File: src/avk_pkg.sv
// Package for the autokey Vigenere encryptor: item and result types,
// configuration register codes and character constants.
// No dependencies.
`timescale 1ns / 1ps

package avk_pkg;

  localparam int CHAR_W     = 8;
  localparam int LETTER_W   = 5;
  localparam int KEY_BITS   = 60;
  localparam int KEY_LEN_W  = 4;
  localparam int CFG_IDX_W  = 1;

  localparam logic [CHAR_W-1:0]   CHAR_A     = 8'h41;
  localparam logic [CHAR_W-1:0]   CHAR_Z     = 8'h5A;
  localparam logic [CHAR_W-1:0]   SPACE_CHAR = 8'h20;
  localparam logic [LETTER_W:0]   ALPHA      = 6'd26;

  typedef enum logic [CFG_IDX_W-1:0] {
    CFG_KEY_LETTERS = 1'b0,
    CFG_KEY_LENGTH  = 1'b1
  } cfg_reg_t;

  typedef struct packed {
    logic [CHAR_W-1:0] char_in;
    logic              message_start;
  } item_t;

  typedef struct packed {
    logic [CHAR_W-1:0] char_out;
    logic              was_letter;
  } result_t;

endpackage

File: src/avk_in_stage.sv
// Input register of the autokey Vigenere encryptor.
// Depends on avk_pkg for the item type.
`timescale 1ns / 1ps

module avk_in_stage (
  input  logic                        clk,
  input  logic                        rst,
  input  logic                        s_tvalid,
  output logic                        s_tready,
  input  logic [avk_pkg::CHAR_W-1:0]  s_tdata,   // [7:0] char_in
  input  logic                        s_tuser,   // [0] message_start
  input  logic                        advance,
  output logic                        item_valid,
  output avk_pkg::item_t              item
);
  import avk_pkg::*;

  // The stage takes a new transfer when it is empty or its item moves on.
  assign s_tready = !item_valid || advance;

  always_ff @(posedge clk) begin
    if (rst) begin
      item_valid <= 1'b0;
    end else if (s_tready) begin
      item_valid <= s_tvalid;
    end
  end

  always_ff @(posedge clk) begin
    if (s_tvalid && s_tready) begin
      item.char_in       <= s_tdata;
      item.message_start <= s_tuser;
    end
  end

endmodule

File: src/avk_cipher.sv
// Keystream state and cipher arithmetic of the autokey Vigenere encryptor.
// Holds the plaintext history ring, ring position and key-consumed flag.
// Depends on avk_pkg for types and constants.
`timescale 1ns / 1ps

module avk_cipher #(
  parameter int KEY_MAX = 12
) (
  input  logic                          clk,
  input  logic                          rst,
  input  logic                          fire,
  input  avk_pkg::item_t                item,
  input  logic [avk_pkg::KEY_BITS-1:0]  key_letters,
  input  logic [avk_pkg::KEY_LEN_W-1:0] key_length,
  output avk_pkg::result_t              result
);
  import avk_pkg::*;

  localparam int IDX_W = (KEY_MAX > 1) ? $clog2(KEY_MAX) : 1;

  logic [LETTER_W-1:0]  plain_history [KEY_MAX];
  logic [KEY_LEN_W-1:0] ring_position;
  logic                 key_used_up;
  logic [KEY_LEN_W-1:0] ring_position_next;
  logic                 key_used_up_next;

  logic                 is_letter;
  logic [KEY_LEN_W-1:0] eff_len;
  logic [KEY_LEN_W-1:0] start_pos;
  logic                 start_used;
  logic [IDX_W-1:0]     pos_idx;
  logic [5:0]           key_off;
  logic [LETTER_W-1:0]  key_raw;
  logic [LETTER_W-1:0]  key_val;
  logic [LETTER_W-1:0]  hist_val;
  logic [LETTER_W-1:0]  stream_val;
  logic [LETTER_W-1:0]  plain_val;
  logic [LETTER_W:0]    sum;
  logic [LETTER_W:0]    sum_mod;
  logic [KEY_LEN_W-1:0] pos_inc;

  always_comb begin
    is_letter = (item.char_in >= CHAR_A) && (item.char_in <= CHAR_Z);

    if (key_length == '0) begin
      eff_len = KEY_LEN_W'(1);
    end else if (key_length > KEY_LEN_W'(KEY_MAX)) begin
      eff_len = KEY_LEN_W'(KEY_MAX);
    end else begin
      eff_len = key_length;
    end

    // A message start restarts the keystream before this byte is used.
    start_pos  = item.message_start ? '0 : ring_position;
    start_used = item.message_start ? 1'b0 : key_used_up;

    if (start_pos >= KEY_LEN_W'(KEY_MAX)) begin
      pos_idx = '0;
    end else begin
      pos_idx = start_pos[IDX_W-1:0];
    end

    key_off = 6'(pos_idx) * 6'(LETTER_W);
    key_raw = key_letters[key_off +: LETTER_W];
    key_val = ({1'b0, key_raw} >= ALPHA) ? LETTER_W'({1'b0, key_raw} - ALPHA) : key_raw;
    hist_val   = plain_history[pos_idx];
    stream_val = start_used ? hist_val : key_val;

    plain_val = LETTER_W'(item.char_in - CHAR_A);
    sum       = {1'b0, plain_val} + {1'b0, stream_val};
    sum_mod   = (sum >= ALPHA) ? sum - ALPHA : sum;

    if (is_letter) begin
      result.char_out   = CHAR_A + CHAR_W'(sum_mod);
      result.was_letter = 1'b1;
    end else begin
      result.char_out   = SPACE_CHAR;
      result.was_letter = 1'b0;
    end

    pos_inc = KEY_LEN_W'(pos_idx) + KEY_LEN_W'(1);
    ring_position_next = start_pos;
    key_used_up_next   = start_used;
    if (is_letter) begin
      if (pos_inc >= eff_len) begin
        ring_position_next = '0;
        key_used_up_next   = 1'b1;
      end else begin
        ring_position_next = pos_inc;
      end
    end
  end

  always_ff @(posedge clk) begin
    if (rst) begin
      ring_position <= '0;
      key_used_up   <= 1'b0;
    end else if (fire) begin
      ring_position <= ring_position_next;
      key_used_up   <= key_used_up_next;
    end
  end

  always_ff @(posedge clk) begin
    if (fire && is_letter) begin
      plain_history[pos_idx] <= plain_val;
    end
  end

  // The ring position never leaves the ring.
  a_pos_in_ring: assert property (@(posedge clk) disable iff (rst)
    ring_position < KEY_LEN_W'(KEY_MAX))
    else $error("ring position outside the history ring");

  // A letter always moves the keystream on: it advances or wraps into autokey mode.
  a_letter_advances: assert property (@(posedge clk) disable iff (rst)
    fire && is_letter |=> key_used_up || (ring_position != '0))
    else $error("letter did not advance the keystream");

  // Other bytes without a message start leave the keystream alone.
  a_other_holds: assert property (@(posedge clk) disable iff (rst)
    fire && !is_letter && !item.message_start |=>
      $stable(ring_position) && $stable(key_used_up))
    else $error("non-letter byte changed the keystream");

  // Results are an uppercase letter or a space, matching the letter flag.
  a_result_code: assert property (@(posedge clk) disable iff (rst)
    fire |-> (result.was_letter && result.char_out >= CHAR_A && result.char_out <= CHAR_Z)
          || (!result.was_letter && result.char_out == SPACE_CHAR))
    else $error("result byte does not match its letter flag");

endmodule

File: src/autokey_vigenere_encrypt.sv
// A transfer passes the input register (avk_in_stage), then the output register.
// One byte per cycle unless the output stalls; the ring position and history update
// in the same cycle that a byte is enciphered, so the next byte follows directly.
// Reset (rst, synchronous) clears the keystream position, the key-consumed
// flag, the key letters and sets the key length to one; history needs no reset.
// Top level of the autokey Vigenere encryptor; uses avk_pkg, avk_in_stage, avk_cipher.
`timescale 1ns / 1ps

module autokey_vigenere_encrypt #(
  parameter int KEY_MAX = 12
) (
  input  logic                          clk,
  input  logic                          rst,
  input  logic                          s_tvalid,
  output logic                          s_tready,
  input  logic [avk_pkg::CHAR_W-1:0]    s_tdata,    // [7:0] char_in
  input  logic                          s_tuser,    // [0] message_start
  output logic                          m_tvalid,
  input  logic                          m_tready,
  output logic [avk_pkg::CHAR_W-1:0]    m_tdata,    // [7:0] char_out
  output logic                          m_tuser,    // [0] was_letter
  input  logic                          cfg_valid,
  output logic                          cfg_ready,
  input  logic [avk_pkg::CFG_IDX_W-1:0] cfg_index,
  input  logic [avk_pkg::KEY_BITS-1:0]  cfg_data
);
  import avk_pkg::*;

  logic [KEY_BITS-1:0]  key_letters;
  logic [KEY_LEN_W-1:0] key_length;
  logic                 item_valid;
  item_t                item;
  result_t              result;
  logic                 advance;
  logic                 fire;

  assign cfg_ready = 1'b1;

  always_ff @(posedge clk) begin
    if (rst) begin
      key_letters <= '0;
      key_length  <= KEY_LEN_W'(1);
    end else if (cfg_valid && cfg_ready) begin
      unique case (cfg_reg_t'(cfg_index))
        CFG_KEY_LETTERS: key_letters <= cfg_data;
        CFG_KEY_LENGTH:  key_length  <= cfg_data[KEY_LEN_W-1:0];
        default:         ;
      endcase
    end
  end

  // The output register takes a new result when it is empty or being drained.
  assign advance = !m_tvalid || m_tready;
  assign fire    = item_valid && advance;

  avk_in_stage u_in_stage (
    .clk        (clk),
    .rst        (rst),
    .s_tvalid   (s_tvalid),
    .s_tready   (s_tready),
    .s_tdata    (s_tdata),
    .s_tuser    (s_tuser),
    .advance    (advance),
    .item_valid (item_valid),
    .item       (item)
  );

  avk_cipher #(
    .KEY_MAX (KEY_MAX)
  ) u_cipher (
    .clk         (clk),
    .rst         (rst),
    .fire        (fire),
    .item        (item),
    .key_letters (key_letters),
    .key_length  (key_length),
    .result      (result)
  );

  always_ff @(posedge clk) begin
    if (rst) begin
      m_tvalid <= 1'b0;
    end else if (advance) begin
      m_tvalid <= item_valid;
    end
  end

  always_ff @(posedge clk) begin
    if (fire) begin
      m_tdata <= result.char_out;
      m_tuser <= result.was_letter;
    end
  end

endmodule
File: config.mk
export PLATFORM = sky130hd
export DESIGN_NAME = autokey_vigenere_encrypt
export DESIGN_NICKNAME = d
export VERILOG_FILES = /design/src/avk_pkg.sv /design/src/avk_in_stage.sv /design/src/avk_cipher.sv /design/src/autokey_vigenere_encrypt.sv
export SDC_FILE = /design/constraint.sdc
export NUM_CORES = 1
export LEC_CHECK = 0
export BUFFER_PORTS_ARGS = -buffer_cell sky130_fd_sc_hd__buf_4
export CAP_MARGIN = 10
export CORE_ASPECT_RATIO = 1.4
export CORE_UTILIZATION = 55
export DETAILED_ROUTE_END_ITERATION = 8
export GPL_TIMING_DRIVEN = 0
export PLACE_DENSITY = 0.85
export SETUP_SLACK_MARGIN = 0.3
export SLEW_MARGIN = 20
export SYNTH_ARGS = -nofsm -noshare
export SYNTH_HDL_FRONTEND = slang
export SYNTH_SLANG_ARGS = --single-unit
File: constraint.sdc
create_clock -name clk -period 7.85 [get_ports clk]
set_input_delay 0.785 -clock clk [delete_from_list [all_inputs] [get_ports clk]]
set_output_delay 0.785 -clock clk [all_outputs]
set_load 0.03 [all_outputs]
# After elaboration in Yosys (flattened, before gate mapping)
# Memories as Yosys holds them, arrays and structs flattened.
# Cells that the tools add are included.
[totals] elab_cells=53 mem_count=1 ram_bits=60 reg_bits=89 output_inout_bits=12 input_bits=75
[memory_table] name="u_cipher.plain_history" depth=12 word_bits=5 rd=1 rd_ports_with_merged_regs=0 write_ports=1 line="avk_cipher.sv:21" rtl="logic [LETTER_W-1:0] plain_history [KEY_MAX];"
[op_classes] mul=1 addsub=6 shift=1 order_cmp=7 reduce_logical=11 bitwise_logic=1 mux=15
[ops] cell="$shiftx 60x7->5" n=1
[ops] cell="$mux 4" n=6
[ops] cell="$mux 5" n=2
[ops] cell="$add 7x6->8 const A" n=1
[ops] cell="$ge 8x7->1 const B" n=1
[ops] cell="$le 8x7->1 const B" n=1
[ops] cell="$add 5x5->6" n=1
[ops] cell="$ge 6x5->1 const B" n=1
[ops] cell="$mul 4x3->6 const B" n=1
[ops] cell="$mux 1" n=6
[ops] cell="$mux 6" n=1
[ops] cell="$sub 6x5->6 const B" n=1
[ops] cell="$ge 5x5->1 const B" n=1
[ops] cell="$sub 5x1->5 const B" n=1
[ops] cell="$sub 5x5->5 const B" n=1
[ops] cell="$add 4x1->4 const B" n=1
[ops] cell="$ge 4x4->1" n=1
[ops] cell="$ge 4x4->1 const B" n=1
[ops] cell="$gt 4x4->1 const B" n=1
[ops] cell="$logic_and 1x1->1" n=4
[ops] cell="$logic_not 4->1" n=1
[ops] cell="$reduce_and 2->1" n=2
[ops] cell="$logic_not 1->1" n=2
[ops] cell="$logic_or 1x1->1" n=2
[ops] cell="$not 1->1" n=1

# Logic depth before layout (Yosys ltp)
# Gate-level depths: netlist of run 1.
[logic_depth] ltp_word=12 ltp_mapped=34 ltp_nobuf=27

# Cells and area by module
# From an unflattened synthesis of run 1, not the netlist that was laid out.
[hier_totals] cells_unflattened=1031 hier_area_um2=9740.6
[modules_own_cells] module="avk_cipher" area_each_um2=6231.0 seq_area_each_um2=1901.8 cells_each=716 instances=1
[modules_own_cells] module="autokey_vigenere_encrypt" area_each_um2=3184.3 seq_area_each_um2=1571.5 cells_each=301 instances=1
[modules_own_cells] module="avk_in_stage" area_each_um2=325.3 seq_area_each_um2=290.3 cells_each=14 instances=1

# Worst setup path before layout of run 1
# No wires, ideal clock.
[synth_path] kind="reg2reg" from="reg u_in_stage.item[0] (netlist name)" to="reg m_tdata[4] (netlist name) (data pin)" required_ns=7.590 arrival_ns=6.838 synth_period_minus_slack_ns=7.098 slack_ns=0.752 stages_incl_launch_ff=32 setup_time_ns=0.260 n_path_buf=6 path_cell_list="edfxtp_1 > buf_6 > buf_4 > nand2b_1 > inv_1 > ha_1 > buf_6 > nor3b_2 > buf_4 > buf_4 > buf_2 > ha_1 > ha_1 > fa_1 > xnor2_1 > o31ai_1 > a221oi_1 > a21oi_1 > o311a_4 > ha_1 > o311ai_0 > o211a_1 > ha_1 > a21o_1 > a21oi_1 > xnor2_1 > nand4bb_1 > and2_1 > xor2_1 > ha_1 > nand3b_1 > mux2_2"
[synth_between] elab_chain_cells=12 elab_cells_between_ends=16 cone_classes="add/sub: 4; mul: 1; order compare: 3; shift: 1; mux: 6; memory: 1"
[synth_lines] item="$mux 4" line="avk_cipher.sv:54" rtl="start_pos = item.message_start ? '0 : ring_position;"
[synth_lines] item="$ge 4x4->1" line="avk_cipher.sv:57" rtl="if (start_pos >= KEY_LEN_W'(KEY_MAX)) begin"
[synth_lines] item="$mux 4" line="avk_cipher.sv:57"
[synth_lines] item="$mul 4x3->6" line="avk_cipher.sv:63" rtl="key_off = 6'(pos_idx) * 6'(LETTER_W);"
[synth_lines] item="$shiftx 60x7->5" line="avk_cipher.sv:64" rtl="key_raw = key_letters[key_off +: LETTER_W];"
[synth_lines] item="$sub 5x5->5 or $ge 5x5->1 (tied branches)" line="avk_cipher.sv:65" rtl="key_val = ({1'b0, key_raw} >= ALPHA) ? LETTER_W'({1'b0, key_raw} - ALPHA) : key_raw;"
[synth_lines] item="$mux 5" line="avk_cipher.sv:65"
[synth_lines] item="$mux 5 *" line="avk_cipher.sv:67" rtl="stream_val = start_used ? hist_val : key_val;"
[synth_lines] item="$add 5x5->6 *" line="avk_cipher.sv:70" rtl="sum = {1'b0, plain_val} + {1'b0, stream_val};"
[synth_lines] item="$sub 6x5->6 or $ge 6x5->1 (tied branches)" line="avk_cipher.sv:71" rtl="sum_mod = (sum >= ALPHA) ? sum - ALPHA : sum;"
[synth_lines] item="$mux 6 *" line="avk_cipher.sv:71"
[synth_lines] item="$add 7x6->8 *" line="avk_cipher.sv:74" rtl="result.char_out = CHAR_A + CHAR_W'(sum_mod);"
[synth_lines] item="to (signal assigned)" line="autokey_vigenere_encrypt.sv:90" rtl="m_tdata <= result.char_out;"
[synth_lines] item="to (decl)" line="autokey_vigenere_encrypt.sv:20" rtl="output logic [avk_pkg::CHAR_W-1:0] m_tdata,"
# Every way passes the cells marked *; elsewhere a longest branch is shown, timed or not.
# A chain may end at the register's enable or synchronous reset.

# Worst setup path after layout of run 1
[layout_path] from="reg u_in_stage.item[0] (netlist name)" to="reg m_tdata[4] (netlist name) (data pin)"
[layout_between] elab_chain_cells=12 elab_cells_between_ends=16 cone_classes="add/sub: 4; mul: 1; order compare: 3; shift: 1; mux: 6; memory: 1"
[layout_lines] item="$mux 4" line="avk_cipher.sv:54"
[layout_lines] item="$ge 4x4->1" line="avk_cipher.sv:57"
[layout_lines] item="$mux 4" line="avk_cipher.sv:57"
[layout_lines] item="$mul 4x3->6" line="avk_cipher.sv:63"
[layout_lines] item="$shiftx 60x7->5" line="avk_cipher.sv:64"
[layout_lines] item="$sub 5x5->5 or $ge 5x5->1 (tied branches)" line="avk_cipher.sv:65"
[layout_lines] item="$mux 5" line="avk_cipher.sv:65"
[layout_lines] item="$mux 5 *" line="avk_cipher.sv:67"
[layout_lines] item="$add 5x5->6 *" line="avk_cipher.sv:70"
[layout_lines] item="$sub 6x5->6 or $ge 6x5->1 (tied branches)" line="avk_cipher.sv:71"
[layout_lines] item="$mux 6 *" line="avk_cipher.sv:71"
[layout_lines] item="$add 7x6->8 *" line="avk_cipher.sv:74"
# Marks and branches as above.

==> results of run 1 <==
layer usage:
metal,part of all wire [%],global-route usage (%),vias to the layer above
li1,-,-,3985
met1,34,41.3,4220
met2,49,64.9,666
met3,10,8.75,201
met4,7.0,25.3,0
met5,0,0,-
cell usage after synthesis (all sizes together), types with 8 or more instances:
master | number | share of area (%)
nand2b | 14 | 0.97
clkbuf | 43 | 1.8
o21ai | 34 | 1.9
nor3 | 23 | 1.3
and3 | 14 | 0.97
buf | 39 | 2.8
a211oi | 18 | 1.5
a221oi | 17 | 1.6
and2 | 8 | 0.55
o22ai | 16 | 1.1
inv | 27 | 1.1
nand2 | 199 | 8.2
mux2i | 33 | 3.6
a21oi | 121 | 6.8
nand3 | 13 | 0.72
mux2 | 10 | 1.2
edfxtp | 78 | 26
ha | 25 | 3.4
a22oi | 9 | 0.74
o221ai | 9 | 0.87
nor2b | 10 | 0.69
dfxtp | 71 | 16
nor2 | 46 | 2.0
final cells by class:
type	instances	area, sq um
fillers	1264	5260
multi-input cells	759	4960
flip-flops and latches	149	3760
repair buffers	97	741
plain buffers	82	488
clock buffers	17	425
well taps	199	249
clock inverters	15	185
inverters	27	101
worst max-delay path, delay by kind of cell (launching register included):
| family | cells | cell delay (ns) |
|---|---|---|
| compound gates | 6 | 1.33 |
| xor+xnor | 1 | 0.14 |
| fa+ha+maj | 7 | 1.94 |
| buf+inv | 10 | 1.54 |
| flops | 1 | 0.42 |
| mux | 1 | 0.33 |
| simple gates | 8 | 1.43 |
report_power, final:
part           switching, uW  internal, uW  leakage [uW]
combinational            143           108       0.00239
sequential              27.6           845       0.00129
clock                    362           484      0.000302
total                    532          1440       0.00398
flip-flops by register name, indices dropped and copies added, names as in the netlist:
signal / cells
m_tuser: 1
u_cipher.ring_position: 4
u_in_stage.item_valid: 1
u_cipher.plain_history: 60
key_letters: 60
u_cipher.key_used_up: 1
u_in_stage.item: 9
m_tvalid: 1
m_tdata: 8
key_length: 4
metrics by stage:
stage | instances | setup TNS (ns)
finish | 1345 | 0
global route | 1345 | 0
floorplan | 1017 | 0
global placement | 1300 | -3.37
CTS | 1337 | 0
detailed placement | 1300 | -3.48
logic make-up after synthesis:
group,count (synthesis),synth area share (%)
adder cells (fa/ha/maj),27,3.89
other,2,0.0828
AO/OA/AOI/OAI,309,22.8
flip-flops,149,41.5
buffers and inverters,109,5.67
AND/OR/NAND/NOR,360,18.4
XOR/XNOR,11,1.06
multiplexers,50,6.62
final timing paths:
path / start / to / slack (ns) / cells past startpoint
worst min-delay path: key_length[3] / key_length[3] / 0.47 / 2
worst max register to register: u_in_stage.item[0] / m_tdata[4] / 0.42 / 33
worst max-delay path: u_in_stage.item[0] / m_tdata[4] / 0.42 / 33
worst min register to register: key_length[3] / key_length[3] / 0.47 / 2
repair_timing:
action	CTS	global route
buffers inserted	5	8
pin swaps	2	8
endpoints found under the setup margin	5	5
gates resized for setup	35	37
==> metrics.md, run 1 <==
| Metric | Value |
|---|---|
| Dpl ws | `-0.882 ns` |
| Pin count of the biggest net entering global routing | `17` |
| Crit-path max cell delay | `0.52 ns` |
| Status | `complete, no violations` |
| Io pins | `87` |
| Commonest non-fill, non-tap cell in the layout | `nand2_1` |
| Crit Path Class | `flip-flop to flip-flop` |
| Detailed Route WL | `32500 um` |
| CTS tree | `built` |
| CP Launch Type | `flip-flop` |
| Max Cap Violations | `0` |
| Layout Nets | `1235` |
| Worst-skew pair later-pin latency | `0.43 ns` |
| Yosys Warn Count | `0` |
| Dominant synthesized flop cell | `edfxtp_1` |
| Syn Area/Cell | `8.92 sq um` |
| EDFF count, synth | `78` |
| Core region area | `16200 sq um` |
| Worst Path Max Fanout | `12` |
| RD Place Congestion | `1.06` |
| H-Tree Depth | `4` |
| Die area | `17000 sq um` |
| Die height | `~150 um` |
| Drc violations | `0` |
| Crit path time final | `between 7 and 8 ns` |
| Maximum clock path buffer count | `2` |
| First-pass GRT wire length | `between 40000 and 50000 um` |
| Vias in the first global route | `~9000` |
| Hpwl dp | `22300 um` |
| Routed via count | `9072` |
| Die Wd | `111 um` |
| Highest Clock Rate | `approximately 0.13 GHz` |
| Crit path top cell by count | `ha_1` |
| Data required, critical path | `around 8 ns` |
| P_leak | `0.00398 uW` |
| Crit end category | `flip-flop` |
| Most frequent cells in the layout | `nand2_1 (197), a21oi_1 (117), buf_4 (104)` |
| Synth Register Bits | `roughly 150` |
| Initial Util | `56.1%` |
| Worst-margin pin slew | `1.01 ns` |
| PortBufs | `84` |
| Slew margin rel. | `32.3%` |
| Fin worst setup slack | `0.422 ns` |
| CP max-delay cell | `fa_2` |
| Worst Path Arrival | `7.60 ns` |
| Final setup vio count | `0` |
| Syn-to-layout area delta | `20.3%` |
| Clock transition at path regs | `0.06 ns` |
| Hold Crit Class | `flip-flop to flip-flop` |
| Total track usage | `37.7%` |
| Antenna fix cells | `0` |
| Root Buffer | `clkbuf_16` |
| Drt wl/cell | `24.1 um` |
| Iteration-0 DRC Markers | `984` |
| Hold slack | `0.469 ns` |
| Fin crit share | `94.6%` |
| DRT Pass-1 Iters | `6` |
| Antenna Violating Nets Remaining | `0` |
| Mapped Area | `9070 sq um` |
| Hold Violations, Final | `0` |
| Fin util | `67.5%` |
| Max VDD drop | `0.178 mV` |
| Unique masters post-synth | `84` |
| DR vias/cell | `6.74` |
| Register area share after synthesis | `approximately two fifths` |
| Hold_buf cts | `0` |
| Fin Clk Skew | `approximately 0.008 ns` |
| FP Rows | `55` |
| Sink Count | `149` |
| Gr ovfl total | `0` |
| RSZ-0062 raised after global routing | `false` |
| Initial antenna violation count | `0` |
| Post-Synthesis Cells | `around 1000` |
| Final Cell Area | `10900 sq um` |
| Layout cell share with drive strength beyond 1 | `between 20% and 30%` |
| Num CTS Buffers | `17` |
| Syn Nets | `roughly 1100` |
| Share of synthesized registers carrying an async set or reset | `0%` |
| Cell Pwr Density | `180 nW/um^2` |
| Tot Pwr | `a little under 2000 uW` |
| Post-DP Area | `9950 sq um` |
| Pins Over Slew Limit | `0` |
(Power assumes the default switching activity.)
==> inputs of run 2 (changes only) <==
--- a/config.mk
+++ b/config.mk
@@ -5,12 +5,14 @@
 export SDC_FILE = /design/constraint.sdc
 export NUM_CORES = 1
 export LEC_CHECK = 0
+export ABC_AREA = 1
 export BUFFER_PORTS_ARGS = -buffer_cell sky130_fd_sc_hd__buf_4
 export CAP_MARGIN = 10
 export CORE_ASPECT_RATIO = 1.4
 export CORE_UTILIZATION = 55
 export DETAILED_ROUTE_END_ITERATION = 8
 export GPL_TIMING_DRIVEN = 0
+export HOLD_SLACK_MARGIN = 0.12
 export PLACE_DENSITY = 0.85
 export SETUP_SLACK_MARGIN = 0.3
 export SLEW_MARGIN = 20
==> metrics.md, run 2 <==
| Metric | Value |
|---|---|
| Status | `complete, no violations` |
| Synth cell count leaders | `nand2_1 (350), nand3_1 (145), inv_1 (112), nor2_1 (98), a21oi_1 (90)` |
| Detailed Route WL | `28300 um` |
| Worst Path Arrival | `7.29 ns` |
| Syn Nets | `1294` |
| Final non-filler cell total | `1507` |
| Fin crit share | `approximately 90%` |
| Synth top area share | `between 20 and 30%` |
| Antenna Violating Nets Remaining | `0` |
| First-pass GRT wire length | `42800 um` |
| Data required, critical path | `just over 8 ns` |
| RSZ-0062 raised after global routing | `false` |
| Pins Over Slew Limit | `0` |
| Post-synth top area cell | `edfxtp_1` |
| Buf/Inv on CP | `11` |
| PortBufs | `85` |
| Commonest non-fill, non-tap cell in the layout | `nand2_1` |
| Register area share after synthesis | `43.3%` |
| Final setup vio count | `0` |
| RD Place Congestion | `1.02` |
| Iteration-0 DRC Markers | `651` |
| Synth Register Bits | `149` |
| Max VDD drop | `between 0.2 and 0.25 mV` |
| Clock transition at path regs | `0.07 ns` |
| Initial Util | `56.0%` |
| Cell Pwr Density | `225 nW/um^2` |
| Worst-margin pin slew | `1.04 ns` |
| H-Tree Depth | `4` |
| Flop-to-flop setup slack | `0.76 ns` |
| Most common cell in the netlist | `nand2_1` |
| Antenna fix cells | `0` |
| DR vias/cell | `5.76` |
| CP max-delay cell | `fa_1` |
| Crit-path max cell delay | `0.55 ns` |
| Share of synthesized registers carrying an async set or reset | `0%` |
| Syn Area/Cell | `7.30 sq um` |
| Pin count of the biggest net entering global routing | `17` |
| Fill count | `between 1000 and 1500` |
| Worst Path Max Fanout | `12` |
| Final Cell Area | `10300 sq um` |
| Crit Path Class | `flip-flop to flip-flop` |
| Hpwl dp | `20400 um` |
| Sink Count | `149` |
| Critical path's top delay family | `simple AND/OR/NAND/NOR gates` |
| Drc violations | `0` |
| Post-Synthesis Cells | `1192` |
| FP Rows | `54` |
| Hold Violations, Final | `0` |
| Root Buffer | `clkbuf_16` |
| Worst-skew pair later-pin latency | `0.44 ns` |
| Unique masters post-synth | `44` |
| Fin util | `66.0%` |
| Largest family of logic cells by synthesized area | `simple AND/OR/NAND/NOR gates` |
| Mapped Area | `8700 sq um` |
| Tot Pwr | `2310 uW` |
| Drt wl/cell | `approximately 19 um` |
| Die height | `151 um` |
| Num CTS Buffers | `17` |
| CTS tree | `built` |
| Top post-synthesis cells by area | `edfxtp_1 (27%), dfxtp_1 (16%), nand2_1 (15%), nand3_1 (8.3%), a21oi_1 (5.2%)` |
| Crit path time final | `7.09 ns` |
| Gr ovfl total | `0` |
| Most frequent cells in the layout | `nand2_1 (350), nand3_1 (145), inv_1 (112)` |
| Hold Crit Class | `flip-flop to flip-flop` |
| Dominant synthesized flop cell | `edfxtp_1` |
| Core region area | `15500 sq um` |
| Syn-to-layout area delta | `17.9%` |
| DRT Pass-1 Iters | `9` |
| Routed via count | `8677` |
| Io pins | `87` |
| Total track usage | `approximately 36%` |
| Initial antenna violation count | `0` |
| EDFF count, synth | `78` |
| Die Wd | `roughly 110 um` |
| Placed Cells | `1473` |
| Adder-cell area share of the yosys netlist | `4.06%` |
| Layout Nets | `1400` |
| Yosys Warn Count | `0` |
| Post-DP Area | `9580 sq um` |
| Die area | `between 15000 and 20000 sq um` |
| Simple-gate share of the synthesized area | `29.6%` |
| Fin Clk Skew | `around 0.0094 ns` |
| Synth Area in XOR/XNOR | `0.705%` |
| Post-synthesis mux area share | `0%` |
| P_leak | `about 0.0046 uW` |
| Vias in the first global route | `8428` |
| Layout cell share with drive strength beyond 1 | `13.0%` |
| CP Launch Type | `flip-flop` |
| Crit path top cell by count | `nand2_1` |
| Highest Clock Rate | `0.141 GHz` |
| Top flop regs | `key_letters x60, u_cipher.plain_history x60, u_in_stage.item x9` |
| Post-synthesis compound-gate area fraction | `a little over an eighth` |
| Max Cap Violations | `0` |
| Crit end category | `flip-flop` |
| TNS Setup | `0 ns` |
| Slew margin rel. | `around 31%` |
| Maximum clock path buffer count | `2` |
-- run 2: area by class of cell --
class                      instances  area [sq um]  share of cell area, %
buffer                            60           323                   3.15
clock buffer                      17           425                   4.15
clock inverter                    15           215                   2.10
inverter                         121           459                   4.48
multi-input combinational        862          4170                   40.7
sequential                       149          3760                   36.7
tap                              196           245                   2.39
timing repair buffer              87           653                   6.37
-- run 2: kinds of logic (layout without fill, tap and decap cells) --
family          after synthesis  after routing
xor+xnor                      7              7
fa+ha+maj                    27             27
buf+inv                     181            300
simple gates                616            616
flops                       149            149
compound gates              210            210
other cells                   2              2
-- run 2: metrics by stage --
stage               hold WS [ns]  setup slack (ns)
floorplan                  0.439              1.99
global placement           0.456             0.622
detailed placement         0.462             0.585
CTS                        0.476             0.482
global route               0.489             0.314
finish                     0.474             0.760
-- run 2: timing repair --
item	CTS	global route
setup endpoints to repair	0	5
buffers inserted	0	2
hold buffers	0	0
resized for setup	0	6
-- run 2: path summary, 6_finish.rpt --
check / from / endpoint / depth (start not counted)
worst max-delay path: u_in_stage.item[0] / m_tdata[4] / 41
worst max register to register: u_in_stage.item[0] / m_tdata[4] / 41
worst min register to register: key_letters[18] / key_letters[18] / 2
worst min-delay path: key_letters[18] / key_letters[18] / 2
-- run 2: worst reg2reg max path, delay by kind of cell (launching register included) --
kind | cells | cell delay (ns)
AND/OR/NAND/NOR | 20 | 2.29
adder cells (fa/ha/maj) | 7 | 1.96
buffers and inverters | 11 | 1.65
AO/OA/AOI/OAI | 3 | 0.53
flip-flops | 1 | 0.45
-- run 2: power by group --
group	internal, uW	switching [uW]
sequential	855	19.0
combinational	184	348
clock	541	362
-- run 2: routing by layer --
metal | part of all wire [%] | up-vias | GRT usage (%)
li1 | - | 4168 | -
met1 | 35 | 3995 | 36.7
met2 | 51 | 388 | 64.4
met3 | 6.3 | 126 | 5.81
met4 | 7.7 | 0 | 28.4
met5 | 0 | - | 0
==> inputs of run 3 (changes only) <==
--- a/config.mk
+++ b/config.mk
@@ -9,6 +9,7 @@
 export BUFFER_PORTS_ARGS = -buffer_cell sky130_fd_sc_hd__buf_4
 export CAP_MARGIN = 10
 export CORE_ASPECT_RATIO = 1.4
+export CORE_MARGIN = 4
 export CORE_UTILIZATION = 55
 export DETAILED_ROUTE_END_ITERATION = 8
 export GPL_TIMING_DRIVEN = 0
==> metrics.md, run 3 (synthesis gave the netlist of run 2 again) <==
| Metric | Value |
|---|---|
| Worst-margin pin slew | `0.930 ns` |
| Die Wd | `114 um` |
| Max Used Layer | `met4` |
| DRT Pass-1 Iters | `5` |
| Syn-to-layout area delta | `16.8%` |
| RSZ-0062 raised after global routing | `false` |
| Clock power share | `35.0%` |
| Max VDD drop | `0.161 mV` |
| CP Launch Type | `flip-flop` |
| Sink Count | `149` |
| Drt wl/cell | `18.5 um` |
| Data required, critical path | `8.04 ns` |
| Fin crit share | `89.5%` |
| Die height | `between 150 and 200 um` |
| Total track usage | `31.4%` |
| Layout Nets | `1400` |
| Multi-input gate area in the final layout | `4170 sq um` |
| Critical path's top delay family | `adder cells` |
| Fill count | `1381` |
| PortBufs | `85` |
| CP max-delay cell | `fa_1` |
| Most frequent cells in the layout | `nand2_1 (350), nand3_1 (145), inv_1 (112)` |
| Buf/Inv on CP | `12` |
| Highest Clock Rate | `0.142 GHz` |
| NetSw | `roughly 680 uW` |
| Crit-path max cell delay | `0.56 ns` |
| Io pins | `87` |
| Final setup vio count | `0` |
| Initial antenna violation count | `0` |
| DR WL met2 | `14300 um` |
| Slew margin rel. | `37.8%` |
| Hold Crit Class | `flip-flop to flip-flop` |
| CTS tree | `built` |
| Internal power | `1470 uW` |
| Met1 WL | `around 9600 um` |
| H-Tree Depth | `4` |
| Top flop regs | `key_letters x60, u_cipher.plain_history x60, u_in_stage.item x9` |
| Combinational Power Share | `24.5%` |
| Status | `complete, no violations` |
| Hold Violations, Final | `0` |
| First-pass GRT wire length | `42800 um` |
| P_leak | `0.00450 uW` |
| Routed via count | `8661` |
| DR WL met3 | `1950 um` |
| Antenna Violating Nets Remaining | `0` |
| Sequential share of power | `between 40% and 50%` |
| Layout cell share with drive strength beyond 1 | `roughly 13%` |
| Tot Pwr | `about 2200 uW` |
| Commonest non-fill, non-tap cell in the layout | `nand2_1` |
| Register area | `3760 sq um` |
| Pins Over Slew Limit | `0` |
| Crit Path Class | `flip-flop to flip-flop` |
| Max Cap Violations | `0` |
| Pin count of the biggest net entering global routing | `17` |
| Vias in the first global route | `8384` |
| Hpwl dp | `20500 um` |
| Cell Pwr Density | `212 nW/um^2` |
| Crit path time final | `approximately 7 ns` |
| Die area | `17900 sq um` |
| Crit end category | `flip-flop` |
| Sw frac | `a little under a third` |
| Iteration-0 DRC Markers | `about 800` |
| Num CTS Buffers | `17` |
| Fin Clk Skew | `0.00967 ns` |
| Clock transition at path regs | `around 0.06 ns` |
| Drc violations | `0` |
| Worst-skew pair later-pin latency | `0.43 ns` |
| Gr ovfl total | `0` |
| Worst Path Arrival | `7.21 ns` |
| Maximum clock path buffer count | `2` |
| Antenna fix cells | `0` |
| DR vias/cell | `5.75` |
| FP Rows | `54` |
| Core region area | `about 16000 sq um` |
| Detailed Route WL | `27900 um` |
| TNS Setup | `0 ns` |
| Initial Util | `56.0%` |
| Worst Path Max Fanout | `12` |
| RD Place Congestion | `slightly above 1` |
| Root Buffer | `clkbuf_16` |
## run 3: cell types whose count changed in the layout (fill, tap and decap cells not counted), sizes merged
cell	previous run	this run
clkinvlp	1	4
clkinv	6	9
clkbuf	46	49
bufinv	4	1
inv	125	119
buf	118	117
## run 3: worst register-to-register path, delay by kind of cell (launching register included)
kind	cells	cell delay [ns]
adder cells (fa/ha/maj)	7	2.11
AO/OA/AOI/OAI	3	0.59
XOR/XNOR	1	0.26
buffers and inverters	12	1.77
flip-flops	1	0.44
AND/OR/NAND/NOR	16	1.61
## run 3: metrics by stage
| stage | hold WS, ns | setup slack [ns] | utilization (%) | instance area, sq um | cells |
|---|---|---|---|---|---|
| 2_1_floorplan | 0.439 | 1.99 | - | 8700 | 1192 |
| 3_3_place_gp | 0.457 | 0.653 | 61.7 | 9580 | 1473 |
| 3_5_place_dp | 0.461 | 0.560 | 61.7 | 9580 | 1473 |
| 4_1_cts | 0.470 | 0.510 | 65.1 | 10100 | 1504 |
| 5_1_grt | 0.491 | 0.342 | 65.4 | 10200 | 1506 |
| 6_report | 0.469 | 0.824 | 65.4 | 10200 | 1506 |
## run 3: metal layers
metal | global-route usage [%] | vias to the layer above
met5 | 0 | -
met2 | 55.8 | 415
met3 | 5.34 | 121
met4 | 21.7 | 0
li1 | - | 4163
met1 | 33.5 | 3962
## run 3: final cells by class
type,instances,share of cell area [%]
Multi-Input combinational cell,862,41.0
Sequential cell,149,37.1
Clock inverter,12,1.07
Buffer,60,3.20
Clock buffer,19,4.26
Inverter,121,4.52
Tap cell,196,2.41
Timing Repair Buffer,87,6.43
## run 3: repair_timing
action / CTS / global route
setup endpoints to repair: 0 / 5
hold buffers: 0 / 0
endpoints found under the hold margin: 0 / 0
gates resized for setup: 0 / 7
buffers inserted: 0 / 2
## run 3: worst paths after layout
path | from | end | slack (ns) | cells after the start
max reg2reg | u_in_stage.item[0] | m_tdata[4] | 0.82 | 39
max | u_in_stage.item[0] | m_tdata[4] | 0.82 | 39
min | key_letters[57] | key_letters[57] | 0.47 | 2
min reg2reg | key_letters[57] | key_letters[57] | 0.47 | 2
## run 3: power by group through the flow
stage / clock network, uW / logic, uW / registers [uW]
floorplan: 0 / 355 / 890
global placement: 0 / 496 / 889
detailed placement: 0 / 509 / 889
CTS: 764 / 515 / 873
global route: 796 / 591 / 876
finish: 753 / 527 / 874
